==> src/sv/vad_pkg.sv <==
`default_nettype none
package vad_pkg;

	localparam int unsigned QueueDepth = 2;

	typedef enum logic [2:0] {
		COL_NONE = 3'd0,
		COL_8888 = 3'd1,
		COL_4444 = 3'd2,
		COL_565  = 3'd3,
		COL_5551 = 3'd4
	} col_fmt_e;

	localparam logic [2:0] TEX_NONE = 3'd0;
	localparam logic [2:0] TEX_U8 = 3'd1;
	localparam logic [2:0] TEX_U16 = 3'd2;
	localparam logic [2:0] TEX_FLT = 3'd3;
	localparam logic [2:0] TEX_U16T = 3'd4;
	localparam logic [2:0] TEX_FLTT = 3'd5;

	localparam logic [1:0] NRM_NONE = 2'd0;
	localparam logic [1:0] NRM_S8 = 2'd1;
	localparam logic [1:0] NRM_S16 = 2'd2;
	localparam logic [1:0] NRM_FLT = 2'd3;

	localparam logic [2:0] POS_S8 = 3'd0;
	localparam logic [2:0] POS_S16 = 3'd1;
	localparam logic [2:0] POS_FLT = 3'd2;
	localparam logic [2:0] POS_S8T = 3'd3;
	localparam logic [2:0] POS_S16T = 3'd4;
	localparam logic [2:0] POS_FLTT = 3'd5;

	localparam logic [2:0] REG_COLOR = 3'd0;
	localparam logic [2:0] REG_TEX = 3'd1;
	localparam logic [2:0] REG_NORMAL = 3'd2;
	localparam logic [2:0] REG_POS = 3'd3;
	localparam logic [2:0] REG_MIN_U = 3'd4;
	localparam logic [2:0] REG_MAX_U = 3'd5;
	localparam logic [2:0] REG_MIN_V = 3'd6;
	localparam logic [2:0] REG_MAX_V = 3'd7;

	localparam logic [31:0] FLT_Z_LIMIT = 32'h477fff00;

	typedef struct packed {
		logic        first_of_batch;
		logic [31:0] raw_color;
		logic [31:0] raw_u;
		logic [31:0] raw_v;
		logic [31:0] raw_nx;
		logic [31:0] raw_ny;
		logic [31:0] raw_nz;
		logic [31:0] raw_px;
		logic [31:0] raw_py;
		logic [31:0] raw_pz;
	} vin_t;

	typedef struct packed {
		logic [31:0] color_rgba;
		logic [31:0] tex_u;
		logic [31:0] tex_v;
		logic [31:0] normal_x;
		logic [31:0] normal_y;
		logic [31:0] normal_z;
		logic [31:0] pos_x;
		logic [31:0] pos_y;
		logic [31:0] pos_z;
		logic        all_alpha_full;
		logic [63:0] uv_bounds;
	} vout_t;

	// item after classification: stateful parts resolved, float work left
	typedef struct packed {
		logic [31:0] color_rgba;
		logic        all_alpha_full;
		logic [63:0] uv_bounds;
		logic [2:0]  tex_fmt;
		logic [1:0]  nrm_fmt;
		logic [2:0]  pos_fmt;
		logic [31:0] raw_u;
		logic [31:0] raw_v;
		logic [31:0] raw_nx;
		logic [31:0] raw_ny;
		logic [31:0] raw_nz;
		logic [31:0] raw_px;
		logic [31:0] raw_py;
		logic [31:0] raw_pz;
	} vmid_t;

	typedef struct packed {
		logic [2:0] color_format;
		logic [2:0] texcoord_format;
		logic [1:0] normal_format;
		logic [2:0] position_format;
		logic [15:0] start_min_u;
		logic [15:0] start_max_u;
		logic [15:0] start_min_v;
		logic [15:0] start_max_v;
	} cfg_t;

	function automatic logic [7:0] rep5(input logic [4:0] x);
		return {x, x[4:2]};
	endfunction

	// exact int to float for magnitudes below 2^16, then scaled by 2^-sh
	function automatic logic [31:0] i2f(input logic neg, input logic [15:0] mag,
			input logic [4:0] sh);
		logic [4:0] lz;
		logic [15:0] nm;
		logic [7:0] ex;
		lz = 5'd16;
		for (int i = 0; i < 16; i++) begin
			if (mag[i]) lz = 5'(15 - i);
		end
		nm = mag << lz;
		ex = 8'(8'd142 - {3'd0, lz} - {3'd0, sh});
		if (mag == 16'd0) return 32'd0;
		return {neg, ex, nm[14:0], 8'd0};
	endfunction

	function automatic logic [31:0] s2f(input logic [15:0] v, input logic [4:0] sh);
		logic [15:0] m;
		m = v[15] ? 16'(-v) : v;
		return i2f(v[15], m, sh);
	endfunction

endpackage
`default_nettype wire

==> src/sv/vad_if.sv <==
`default_nettype none
interface vad_if #(parameter type T = logic) ();
	logic valid;
	logic ready;
	T     data;
	modport source (output valid, output data, input ready);
	modport sink (input valid, input data, output ready);
endinterface
`default_nettype wire

==> src/sv/vad_front.sv <==
`default_nettype none
module vad_front (
	input  wire              clk,
	input  wire              arst_n,
	input  vad_pkg::cfg_t    cfg,
	input  wire              in_valid,
	output logic             in_ready,
	input  vad_pkg::vin_t    in_data,
	output logic             mid_valid,
	input  wire              mid_ready,
	output vad_pkg::vmid_t   mid_data
);
	logic        alpha_q;
	logic [15:0] min_u_q, max_u_q, min_v_q, max_v_q;
	logic        a0, a1;
	logic [15:0] mu0, xu0, mv0, xv0, mu1, xu1, mv1, xv1, u16, v16;
	logic [31:0] c, col;
	logic        take;

	assign in_ready = mid_ready;
	assign take = in_valid && mid_ready;
	assign c = in_data.raw_color;
	assign u16 = in_data.raw_u[15:0];
	assign v16 = in_data.raw_v[15:0];

	// batch reload, then color expand and alpha/bound update
	always_comb begin
		a0 = in_data.first_of_batch ? 1'b1 : alpha_q;
		mu0 = in_data.first_of_batch ? cfg.start_min_u : min_u_q;
		xu0 = in_data.first_of_batch ? cfg.start_max_u : max_u_q;
		mv0 = in_data.first_of_batch ? cfg.start_min_v : min_v_q;
		xv0 = in_data.first_of_batch ? cfg.start_max_v : max_v_q;
		a1 = a0;
		case (cfg.color_format)
			vad_pkg::COL_8888: begin
				col = c;
				if (c[31:24] != 8'hff) a1 = 1'b0;
			end
			vad_pkg::COL_4444: begin
				col = {{2{c[15:12]}}, {2{c[11:8]}}, {2{c[7:4]}}, {2{c[3:0]}}};
				if (c[15:12] != 4'hf) a1 = 1'b0;
			end
			vad_pkg::COL_565: col = {8'hff, vad_pkg::rep5(c[15:11]),
				c[10:5], c[10:9], vad_pkg::rep5(c[4:0])};
			vad_pkg::COL_5551: begin
				col = {{8{c[15]}}, vad_pkg::rep5(c[14:10]), vad_pkg::rep5(c[9:5]),
					vad_pkg::rep5(c[4:0])};
				if (!c[15]) a1 = 1'b0;
			end
			default: col = 32'd0;
		endcase
		mu1 = mu0; xu1 = xu0; mv1 = mv0; xv1 = xv0;
		if (cfg.texcoord_format == vad_pkg::TEX_U16T) begin
			if (u16 < mu0) mu1 = u16;
			if (u16 > xu0) xu1 = u16;
			if (v16 < mv0) mv1 = v16;
			if (v16 > xv0) xv1 = v16;
		end
	end

	always_comb begin
		mid_valid = in_valid;
		mid_data.color_rgba = col;
		mid_data.all_alpha_full = a1;
		mid_data.uv_bounds = {xv1, mv1, xu1, mu1};
		mid_data.tex_fmt = cfg.texcoord_format;
		mid_data.nrm_fmt = cfg.normal_format;
		mid_data.pos_fmt = cfg.position_format;
		mid_data.raw_u = in_data.raw_u;
		mid_data.raw_v = in_data.raw_v;
		mid_data.raw_nx = in_data.raw_nx;
		mid_data.raw_ny = in_data.raw_ny;
		mid_data.raw_nz = in_data.raw_nz;
		mid_data.raw_px = in_data.raw_px;
		mid_data.raw_py = in_data.raw_py;
		mid_data.raw_pz = in_data.raw_pz;
	end

	// running state advances per accepted item
	always_ff @(posedge clk or negedge arst_n) begin
		if (!arst_n) begin
			alpha_q <= 1'b1;
			min_u_q <= 16'hffff;
			max_u_q <= 16'd0;
			min_v_q <= 16'hffff;
			max_v_q <= 16'd0;
		end else if (take) begin
			alpha_q <= a1;
			min_u_q <= mu1;
			max_u_q <= xu1;
			min_v_q <= mv1;
			max_v_q <= xv1;
		end
	end
endmodule
`default_nettype wire

==> src/sv/vad_queue.sv <==
`default_nettype none
module vad_queue #(
	parameter int unsigned Depth = vad_pkg::QueueDepth
) (
	input  wire             clk,
	input  wire             arst_n,
	input  wire             wr_valid,
	output logic            wr_ready,
	input  vad_pkg::vmid_t  wr_data,
	output logic            rd_valid,
	input  wire             rd_ready,
	output vad_pkg::vmid_t  rd_data
);
	localparam int unsigned AW = (Depth > 1) ? $clog2(Depth) : 1;
	vad_pkg::vmid_t mem_q [Depth];
	logic [AW-1:0] wp_q, rp_q;
	logic [AW:0] cnt_q;
	logic wr, rd;

	assign wr_ready = cnt_q != (AW+1)'(Depth);
	assign rd_valid = cnt_q != '0;
	assign rd_data = mem_q[rp_q];
	assign wr = wr_valid && wr_ready;
	assign rd = rd_valid && rd_ready;

	always_ff @(posedge clk) begin
		if (wr) mem_q[wp_q] <= wr_data;
	end

	// pointers wrap at depth
	always_ff @(posedge clk or negedge arst_n) begin
		if (!arst_n) begin
			wp_q <= '0;
			rp_q <= '0;
			cnt_q <= '0;
		end else begin
			if (wr) wp_q <= (wp_q == AW'(Depth - 1)) ? '0 : wp_q + 1'b1;
			if (rd) rp_q <= (rp_q == AW'(Depth - 1)) ? '0 : rp_q + 1'b1;
			cnt_q <= cnt_q + (AW+1)'(wr) - (AW+1)'(rd);
		end
	end
endmodule
`default_nettype wire

==> src/sv/vad_back.sv <==
`default_nettype none
module vad_back (
	input  wire             clk,
	input  wire             arst_n,
	input  wire             mid_valid,
	output logic            mid_ready,
	input  vad_pkg::vmid_t  mid_data,
	output logic            out_valid,
	input  wire             out_ready,
	output vad_pkg::vout_t  out_data
);
	vad_pkg::vout_t r;
	vad_pkg::vout_t out_s1;
	logic valid_s1;
	logic [31:0] z;

	assign mid_ready = !valid_s1 || out_ready;
	assign out_valid = valid_s1;
	assign out_data = out_s1;
	assign z = mid_data.raw_pz;

	// per-field float conversions
	always_comb begin
		r = '0;
		r.color_rgba = mid_data.color_rgba;
		r.all_alpha_full = mid_data.all_alpha_full;
		r.uv_bounds = mid_data.uv_bounds;
		case (mid_data.tex_fmt)
			vad_pkg::TEX_U8: begin
				r.tex_u = vad_pkg::i2f(1'b0, {8'd0, mid_data.raw_u[7:0]}, 5'd7);
				r.tex_v = vad_pkg::i2f(1'b0, {8'd0, mid_data.raw_v[7:0]}, 5'd7);
			end
			vad_pkg::TEX_U16: begin
				r.tex_u = vad_pkg::i2f(1'b0, mid_data.raw_u[15:0], 5'd15);
				r.tex_v = vad_pkg::i2f(1'b0, mid_data.raw_v[15:0], 5'd15);
			end
			vad_pkg::TEX_FLT, vad_pkg::TEX_FLTT: begin
				r.tex_u = mid_data.raw_u;
				r.tex_v = mid_data.raw_v;
			end
			vad_pkg::TEX_U16T: begin
				r.tex_u = vad_pkg::i2f(1'b0, mid_data.raw_u[15:0], 5'd0);
				r.tex_v = vad_pkg::i2f(1'b0, mid_data.raw_v[15:0], 5'd0);
			end
			default: ;
		endcase
		case (mid_data.nrm_fmt)
			vad_pkg::NRM_S8: begin
				r.normal_x = {24'd0, mid_data.raw_nx[7:0]};
				r.normal_y = {24'd0, mid_data.raw_ny[7:0]};
				r.normal_z = {24'd0, mid_data.raw_nz[7:0]};
			end
			vad_pkg::NRM_S16: begin
				r.normal_x = {16'd0, mid_data.raw_nx[15:0]};
				r.normal_y = {16'd0, mid_data.raw_ny[15:0]};
				r.normal_z = {16'd0, mid_data.raw_nz[15:0]};
			end
			vad_pkg::NRM_FLT: begin
				r.normal_x = mid_data.raw_nx;
				r.normal_y = mid_data.raw_ny;
				r.normal_z = mid_data.raw_nz;
			end
			default: ;
		endcase
		case (mid_data.pos_fmt)
			vad_pkg::POS_S8: begin
				r.pos_x = vad_pkg::s2f({{8{mid_data.raw_px[7]}}, mid_data.raw_px[7:0]}, 5'd7);
				r.pos_y = vad_pkg::s2f({{8{mid_data.raw_py[7]}}, mid_data.raw_py[7:0]}, 5'd7);
				r.pos_z = vad_pkg::s2f({{8{z[7]}}, z[7:0]}, 5'd7);
			end
			vad_pkg::POS_S16: begin
				r.pos_x = vad_pkg::s2f(mid_data.raw_px[15:0], 5'd15);
				r.pos_y = vad_pkg::s2f(mid_data.raw_py[15:0], 5'd15);
				r.pos_z = vad_pkg::s2f(z[15:0], 5'd15);
			end
			vad_pkg::POS_FLT: begin
				r.pos_x = mid_data.raw_px;
				r.pos_y = mid_data.raw_py;
				r.pos_z = z;
			end
			vad_pkg::POS_S16T: begin
				r.pos_x = vad_pkg::s2f(mid_data.raw_px[15:0], 5'd0);
				r.pos_y = vad_pkg::s2f(mid_data.raw_py[15:0], 5'd0);
				r.pos_z = vad_pkg::i2f(1'b0, z[15:0], 5'd0);
			end
			vad_pkg::POS_FLTT: begin
				r.pos_x = mid_data.raw_px;
				r.pos_y = mid_data.raw_py;
				// nan, zero and negatives to +0, large values to the limit
				if (z[31] || z[30:0] == 31'd0 || z[30:0] > 31'h7f800000) r.pos_z = 32'd0;
				else if (z[30:0] > vad_pkg::FLT_Z_LIMIT[30:0]) r.pos_z = vad_pkg::FLT_Z_LIMIT;
				else r.pos_z = z;
			end
			default: ;
		endcase
	end

	// output register
	always_ff @(posedge clk or negedge arst_n) begin
		if (!arst_n) valid_s1 <= 1'b0;
		else if (mid_ready) valid_s1 <= mid_valid;
	end

	always_ff @(posedge clk) begin
		if (mid_ready && mid_valid) out_s1 <= r;
	end
endmodule
`default_nettype wire

==> src/sv/vertex_attribute_decoder.sv <==
`default_nettype none
// channel | dir | payload
// vin     | in  | first_of_batch, raw_color, raw_u/v, raw_nx/ny/nz, raw_px/py/pz
// vout    | out | color_rgba, tex_u/v, normal_x/y/z, pos_x/y/z, all_alpha_full, uv_bounds
// cfg     | in  | cfg_we, cfg_index[2:0], cfg_data[15:0]
// one item per cycle while vout is ready; passes a queue entry, then the output register
// front updates alpha flag and uv bounds on accept; back does float conversion
// reset gives the register reset values and an empty queue
// input stalls only when the queue is full
module vertex_attribute_decoder #(
	parameter int unsigned QueueDepth = vad_pkg::QueueDepth
) (
	input  wire        clk,
	input  wire        arst_n,
	input  wire        cfg_we,
	input  wire [2:0]  cfg_index,
	input  wire [15:0] cfg_data,
	vad_if.sink        vin,
	vad_if.source      vout
);
	vad_pkg::cfg_t cfg_q;
	logic mv, mr, qv, qr;
	vad_pkg::vmid_t md, qd;

	// configuration registers
	always_ff @(posedge clk or negedge arst_n) begin
		if (!arst_n) begin
			cfg_q.color_format <= vad_pkg::COL_NONE;
			cfg_q.texcoord_format <= vad_pkg::TEX_NONE;
			cfg_q.normal_format <= vad_pkg::NRM_NONE;
			cfg_q.position_format <= vad_pkg::POS_FLT;
			cfg_q.start_min_u <= 16'hffff;
			cfg_q.start_max_u <= 16'd0;
			cfg_q.start_min_v <= 16'hffff;
			cfg_q.start_max_v <= 16'd0;
		end else if (cfg_we) begin
			case (cfg_index)
				vad_pkg::REG_COLOR: cfg_q.color_format <= cfg_data[2:0];
				vad_pkg::REG_TEX: cfg_q.texcoord_format <= cfg_data[2:0];
				vad_pkg::REG_NORMAL: cfg_q.normal_format <= cfg_data[1:0];
				vad_pkg::REG_POS: cfg_q.position_format <= cfg_data[2:0];
				vad_pkg::REG_MIN_U: cfg_q.start_min_u <= cfg_data;
				vad_pkg::REG_MAX_U: cfg_q.start_max_u <= cfg_data;
				vad_pkg::REG_MIN_V: cfg_q.start_min_v <= cfg_data;
				vad_pkg::REG_MAX_V: cfg_q.start_max_v <= cfg_data;
				default: ;
			endcase
		end
	end

	vad_front u_front (.clk, .arst_n, .cfg(cfg_q), .in_valid(vin.valid),
		.in_ready(vin.ready), .in_data(vin.data), .mid_valid(mv),
		.mid_ready(mr), .mid_data(md));

	vad_queue #(.Depth(QueueDepth)) u_queue (.clk, .arst_n, .wr_valid(mv),
		.wr_ready(mr), .wr_data(md), .rd_valid(qv), .rd_ready(qr), .rd_data(qd));

	vad_back u_back (.clk, .arst_n, .mid_valid(qv), .mid_ready(qr), .mid_data(qd),
		.out_valid(vout.valid), .out_ready(vout.ready), .out_data(vout.data));

	// a stalled result must hold
	a_hold: assert property (@(posedge clk) disable iff (!arst_n)
		vout.valid && !vout.ready |=> vout.valid && $stable(vout.data))
		else $error("result changed under stall");
	// alpha flag set on a batch start in the 565 color format, which has no alpha
	a_alpha: assert property (@(posedge clk) disable iff (!arst_n)
		vin.valid && vin.ready && vin.data.first_of_batch &&
		cfg_q.color_format == vad_pkg::COL_565 |-> md.all_alpha_full)
		else $error("alpha flag not set at batch start");
	// empty queue means input can be taken
	a_ready: assert property (@(posedge clk) disable iff (!arst_n)
		!qv |-> vin.ready)
		else $error("input stalled with empty queue");
endmodule
`default_nettype wire

==> src/flat_wrapper.sv <==
// flat-port wrapper written by rule: the top's interface ports become plain ports
module vertex_attribute_decoder_flat 
#(
	parameter int unsigned QueueDepth = vad_pkg::QueueDepth
)
  (clk, arst_n, cfg_we, cfg_index, cfg_data, vin_valid, vin_data, vin_ready, vout_valid, vout_data, vout_ready);
  vad_if #(.T(vad_pkg::vin_t)) vin_i ();
  vad_if #(.T(vad_pkg::vout_t)) vout_i ();
  input  wire clk;
  input  wire arst_n;
  input  wire cfg_we;
  input  wire [2:0] cfg_index;
  input  wire [15:0] cfg_data;
  input wire logic [$bits(vin_i.valid)-1:0] vin_valid;
  input wire logic [$bits(vin_i.data)-1:0] vin_data;
  output wire logic [$bits(vin_i.ready)-1:0] vin_ready;
  output wire logic [$bits(vout_i.valid)-1:0] vout_valid;
  output wire logic [$bits(vout_i.data)-1:0] vout_data;
  input wire logic [$bits(vout_i.ready)-1:0] vout_ready;
  assign vin_i.valid = vin_valid;
  assign vin_i.data = vin_data;
  assign vin_ready = vin_i.ready;
  assign vout_valid = vout_i.valid;
  assign vout_data = vout_i.data;
  assign vout_i.ready = vout_ready;
  vertex_attribute_decoder #(.QueueDepth(QueueDepth)) u_core (.clk(clk), .arst_n(arst_n), .cfg_we(cfg_we), .cfg_index(cfg_index), .cfg_data(cfg_data), .vin(vin_i), .vout(vout_i));
endmodule
==> config.mk <==
export PLATFORM = sky130hd
export DESIGN_NAME = vertex_attribute_decoder_flat
export DESIGN_NICKNAME = d
export VERILOG_FILES = /design/src/sv/vad_pkg.sv /design/src/sv/vad_if.sv /design/src/sv/vad_front.sv /design/src/sv/vad_queue.sv /design/src/sv/vad_back.sv /design/src/sv/vertex_attribute_decoder.sv /design/src/flat_wrapper.sv
export SDC_FILE = /design/constraint.sdc
export NUM_CORES = 2
export LEC_CHECK = 0
export BUFFER_PORTS_ARGS = -buffer_cell sky130_fd_sc_hd__buf_2
export CORE_ASPECT_RATIO = 1.5
export CORE_MARGIN = 2
export CORE_UTILIZATION = 64
export DETAILED_ROUTE_END_ITERATION = 8
export PLACE_DENSITY_LB_ADDON = 0.12
export SETUP_SLACK_MARGIN = 0.5
export SLEW_MARGIN = 20
export SYNTH_ARGS = -nofsm -noshare
export SYNTH_HDL_FRONTEND = slang
export SYNTH_SLANG_ARGS = --single-unit
export TNS_END_PERCENT = 50
==> constraint.sdc <==
create_clock -name clk -period 63.8 [get_ports clk]
set_clock_uncertainty 0.15 [all_clocks]
set_input_delay 3.19 -clock clk [delete_from_list [all_inputs] [get_ports clk]]
set_output_delay 3.19 -clock clk [all_outputs]
set_load 0.005 [all_outputs]
### Word level (Yosys, flattened, before mapping)

Memory sizes are Yosys's and may differ from the RTL's.
Cells that the tools add are included.

* RAM bits: 722
* memories: 1
* flip-flop bits (word level): 498

Memory list
* u_core.u_queue.mem_q: words 2, width 361, read ports 1, clocked after Yosys merged registers in 0, wr ports 1, line vad_queue.sv:15 `vad_pkg::vmid_t mem_q [Depth];`

* $add $sub $neg: 35
* reductions and logical operators: 30
* order comparisons: 6
* equality and inequality tests: 27
* muxes and demuxes: 244
* shifts and indexed selects: 15

Operators by type and width (count)
* $mux W32: 28
* $mux W5: 159
* $pmux W96 S5: 1
* $mux W16: 18
* $pmux W96 S3: 1
* $pmux W64 S4: 1
* $shl A16 B5 Y15: 13
* $logic_not A16 Y1: 9
* $pmux W32 S4: 1
* $sub A8 B5 Y8 const A: 15
* $neg A16 Y16: 6
* $gt A31 B31 Y1 const B: 2
* $sub A8 B3 Y8 const B: 5
* $sub A8 B4 Y8 const B: 5
* $mux W1: 34
* $gt A16 B16 Y1: 2
* $lt A16 B16 Y1: 2
* $logic_not A31 Y1: 1
* $eq A3 B3 Y1 const B: 10
* $shl A8 B5 Y15: 2
* $eq A3 B2 Y1 const B: 7
* $logic_not A8 Y1: 2
* $reduce_and A2 Y1: 8
* $eq A3 B1 Y1 const B: 4
* 15 further kinds: 21

### Depth between registers and ports, before layout

An unclocked memory read counts as a cell.

* word-level depth: 24
* gate-level depth with buffers: 29

### Cells and area by module

From an unflattened synthesis, not the netlist that was laid out.

* cells, all modules: 4691
* area, all modules: 61785.5 um2

Modules (own cells, without submodules)
* vad_queue: area an instance 26968.4 um2, cells an instance 1145, instances 1, sequential area each 21780.9 um2
* vad_back: area an instance 22288.9 um2, cells an instance 2195, instances 1, sequential area each 10625.2 um2
* vad_front: area an instance 9522.9 um2, cells an instance 1184, instances 1, sequential area each 1667.8 um2
* vertex_attribute_decoder: area an instance 3005.4 um2, cells an instance 167, instances 1, sequential area each 1918.1 um2

### Worst setup path after synthesis

OpenSTA, ideal clock, no wires.

* path kind: in2reg
* from: input vout_ready
* to: register u_core.u_queue.cnt_q[1]
* stages on the path: 7
* arrival: 22.890 ns
* library setup time: 0.080 ns
* setup slack: 40.680 ns
* path through: inv_1 > a21oi_1 > ha_1 > inv_1 > ha_1 > xnor2_1 > xnor2_1

* cells in the longest elaborated chain, start to end: 3

Ends and longest elaborated chain
* from (decl): line flat_wrapper.sv:19 `input wire logic [$bits(vout_i.ready)-1:0] vout_ready;`
* $logic_or A1 B1 Y1: line vad_back.sv:17 `assign mid_ready = !valid_s1 || out_ready;`
* $logic_and A1 B1 Y1: line vad_queue.sv:24 `assign rd = rd_valid && rd_ready;`
* via u_core.u_queue.rd: line vad_queue.sv:18 `logic wr, rd;`
* $sub A2 B1 Y2: line vad_queue.sv:39 `cnt_q <= cnt_q + (AW+1)'(wr) - (AW+1)'(rd);`
* to (signal assigned): line vad_queue.sv:39
* to (decl): line vad_queue.sv:17 `logic [AW:0] cnt_q;`

The timed path passes the listed nets, and every way through them passes these cells.
A chain may end at the register's enable or synchronous reset.

==> flow_metrics.py <==
metrics = {
    "power_and_ir_drop": {
        "vdd_drop_max_v": 0.0000856,
        "power-per-cell-area_nw_per_um2": 54.2,
        "p_leak_nw": 25.7,
        "power.total_w": 0.00361,
    },
    "cts": {
        "clock-sinks": 1220,
        "postCtsHoldBufs": 0,
        "post_cts_buffers": 0,
        "clockBufferDepth": 3,
        "cts_tree": "done",
        "cts-buffers-inserted": 106,
        "cts_resized": 0,
        "cts_max_level": 3,
        "clk_pin_slew_ns": 0.06,
        "root_buffer": "clkbuf_16",
        "clk_latency_ns": 0.73,
    },
    "worst_setup_path": {
        "rr_startpoint": "u_core.u_queue.rp_q",
        "startpoint": "vin_data[288]",
        "cp_max_fo": 47,
        "worstRegToRegCells": 16,
        "required_ns": 64.30,
        "r2r-end": "u_core.u_back.out_data[85]",
        "cp-endpoint": "u_core.u_front.min_v_q[0]",
        "path_class": "in2reg",
        "start_kind": "input pin",
        "ff2ff_setup_slack_ns": 56.67,
        "critPathCaptureType": "register",
        "cp.arrival_ns": 7.65,
    },
    "global_routing": {
        "grt_pass1_wl_mm": 254,
        "antenna_found_initial": 55,
        "grt_max_degree": 160,
        "grt_usage_pct": 36.2,
        "grt_overflow": 0,
        "grt_pass1_vias": 40400,
    },
    "yosys": {
        "async_flop_share_pct": 11.9,
        "synthesis.area_um2": 58400,
        "synth_ff_type": "edfxtp_1",
        "ys_ff_latch": 1220,
        "syn_avg_cell_area_um2": 13.3,
        "yosysSeqAreaShare_pct": 61.6,
        "synthDistinctLibCells": 116,
        "yosys.area.top_type": "edfxtp_1",
        "synth.area.top_cells": "edfxtp_1, mux2i_1, mux2_2",
        "synth_edf_count": 1075,
        "yosysWarnings": 0,
        "synthesis.instances": 4394,
        "synth_top_area_share_pct": 55.2,
        "syn-num-nets": 4794,
    },
    "floorplanning": {
        "rows": 135,
        "start_util_pct": 64.7,
        "fp.dieW_um": 251,
        "die_y_um": 374,
        "die-area_um2": 93800,
        "io_pins": 668,
        "core_um2": 90400,
    },
    "timing": {
        "relSlewSlack_pct": 21.5,
        "rsz0062_at_grt": "false",
        "setup_viol": 0,
        "post-route-min-period_ns": 7.16,
        "hold_viol_final": 0,
        "hold_ws_ns": 0.314,
        "period_share_pct": 11.2,
        "final.setup.tns_ns": 0,
        "worst_pin_slew_ns": 1.18,
        "slew_viol_final": 0,
        "max_freq_mhz": 140,
    },
    "placed_design": {
        "dp_hpwl_mm": 124,
        "portBuffers": 667,
        "gp_congestion": 1.00,
    },
    "finish": {
        "area.growth.synth_to_final_pct": 13.8,
        "final_common_cell": "edfxtp_1",
        "fill_cells": 5916,
        "fin_nets": 5429,
        "drive_above_1_share_pct": 26.4,
        "layout_common_cells": "edfxtp_1, buf_2, mux2i_1, nor2_1, mux2_2",
    },
    "drt": {
        "ant_nets": 0,
        "finalWirelength_mm": 173,
        "drtIter0Drc": 3814,
        "firstDrtPassIters": 9,
        "wl_per_cell_um": 27.4,
        "drc_errors": 0,
        "dr_total_vias": 41000,
        "via_per_inst": 6.48,
    },
    "job": {
        "drv_cap": 0,
    },
    "status": {
        "status": "complete, no violations",
    },
    "hold_path": {
        "hold_path_class": "reg2reg",
    },
}
[critical path: stages]
cell and delay (ns):
buf_4 0.33, buf_4 0.70, mux2_2 0.41, inv_1 0.08, ha_1 0.25, a21oi_1 0.18, nor2b_1 0.06, o21ai_0 0.16
nand2b_1 0.08, a21oi_1 0.16, nor2_1 0.06, a2111oi_0 0.72, o41ai_4 0.29, buf_4 0.30, mux2_2 0.31, mux2_2 0.27
[kinds of logic (layout without fill, tap and decap cells)]
| logic type | Yosys count | in the layout | synth area share, % |
|---|---|---|---|
| DFF | 1220 | 1220 | 61.6 |
| and+or+nand+nor | 1032 | 1032 | 8.46 |
| AOI/OAI and AO/OA | 886 | 886 | 10.2 |
| muxes | 777 | 777 | 14.2 |
| buffers and inverters | 312 | 1038 | 2.51 |
| adders and majority gates | 87 | 87 | 1.86 |
| xor gates and xnor gates | 80 | 80 | 1.20 |
| other | 0 | 35 | 0 |
[synthesized netlist by cell type, types with 16 or more instances]
master	number
edfxtp_1	1075
mux2i_1	459
nor2_1	380
mux2_2	300
a21oi_1	240
nand2_1	230
o21ai_0	147
clkbuf_1	103
inv_1	101
nor3_1	90
ha_1	87
dfrtp_1	79
nand3_1	75
dfstp_2	66
o22ai_1	56
xnor2_1	52
buf_2	48
o211ai_1	44
nand2b_1	40
nor2b_1	40
a31oi_1	37
o21a_1	31
o221ai_1	30
xor2_1	28
a21o_1	27
a211oi_1	26
nand4_1	25
a22oi_1	24
buf_6	20
o21ai_1	20
o31ai_1	19
and2_1	18
nor3b_1	17
o311ai_0	16
[final cells by class]
type	instances	area, um^2	area share (%)
Clock buffer	141	2890	4.35
Inverter	109	409	0.616
Clock inverter	58	689	1.04
Timing Repair Buffer	730	3850	5.80
Sequential cell	1220	36000	54.2
Antenna cell	35	87.6	0.132
Multi-Input combinational cell	2862	21100	31.7
Tap cell	1164	1460	2.19
[worst min-delay path by stage]
stage / start / end / slack, ns / cells after the start
global route: u_core.cfg_q[68] / u_core.u_queue.mem_q[0][260] / 0.33 / 0
floorplan: u_core.cfg_q[64] / u_core.u_queue.mem_q[0][256] / 0.29 / 0
global placement: u_core.cfg_q[67] / u_core.u_queue.mem_q[0][259] / 0.31 / 0
detailed placement: u_core.cfg_q[68] / u_core.u_queue.mem_q[1][260] / 0.31 / 0
finish: u_core.cfg_q[68] / u_core.u_queue.mem_q[0][260] / 0.31 / 0
CTS: u_core.cfg_q[68] / u_core.u_queue.mem_q[0][260] / 0.30 / 0
[report_power, final]
| group | switching [W] | total, W | internal [W] | leakage, nW |
|---|---|---|---|---|
| sequential | 0.000115 | 0.00136 | 0.00124 | 11.9 |
| combinational | 0.00102 | 0.00159 | 0.000567 | 12.0 |
| clock | 0.000292 | 0.000661 | 0.000370 | 1.75 |
[registers in the layout, summed over array words and instances, names as in the netlist]
signal	flops
u_core.u_queue.mem_q	722
u_core.u_back.out_data	353
u_core.cfg_q	75
u_core.u_front.max_u_q	16
u_core.u_front.max_v_q	16
u_core.u_front.min_u_q	16
u_core.u_front.min_v_q	16
u_core.u_queue.cnt_q	2
u_core.u_back.out_valid	1
u_core.u_front.alpha_q	1
u_core.u_queue.rp_q	1
u_core.u_queue.wp_q	1
[layer usage]
layer  vias up  track usage (%)  share of wire [%]
met1     20200             44.0                 36
met4        50             17.7                5.3
li1      18200                -                  -
met3       474             8.86                9.6
met5         -                0               0.17
met2      2026             60.7                 49
[metrics by stage]
stage,utilization [%],instance area (um^2),worst slack (ns),instances
3_3_place_gp,69.4,62800,56.16,6083
6_report,73.6,66500,56.64,6319
4_1_cts,73.4,66400,56.69,6283
3_5_place_dp,69.5,62800,55.95,6084
2_1_floorplan,-,58400,40.68,4394
5_1_grt,73.5,66400,56.22,6300
Note: power is estimated with default switching activity, not from simulation.
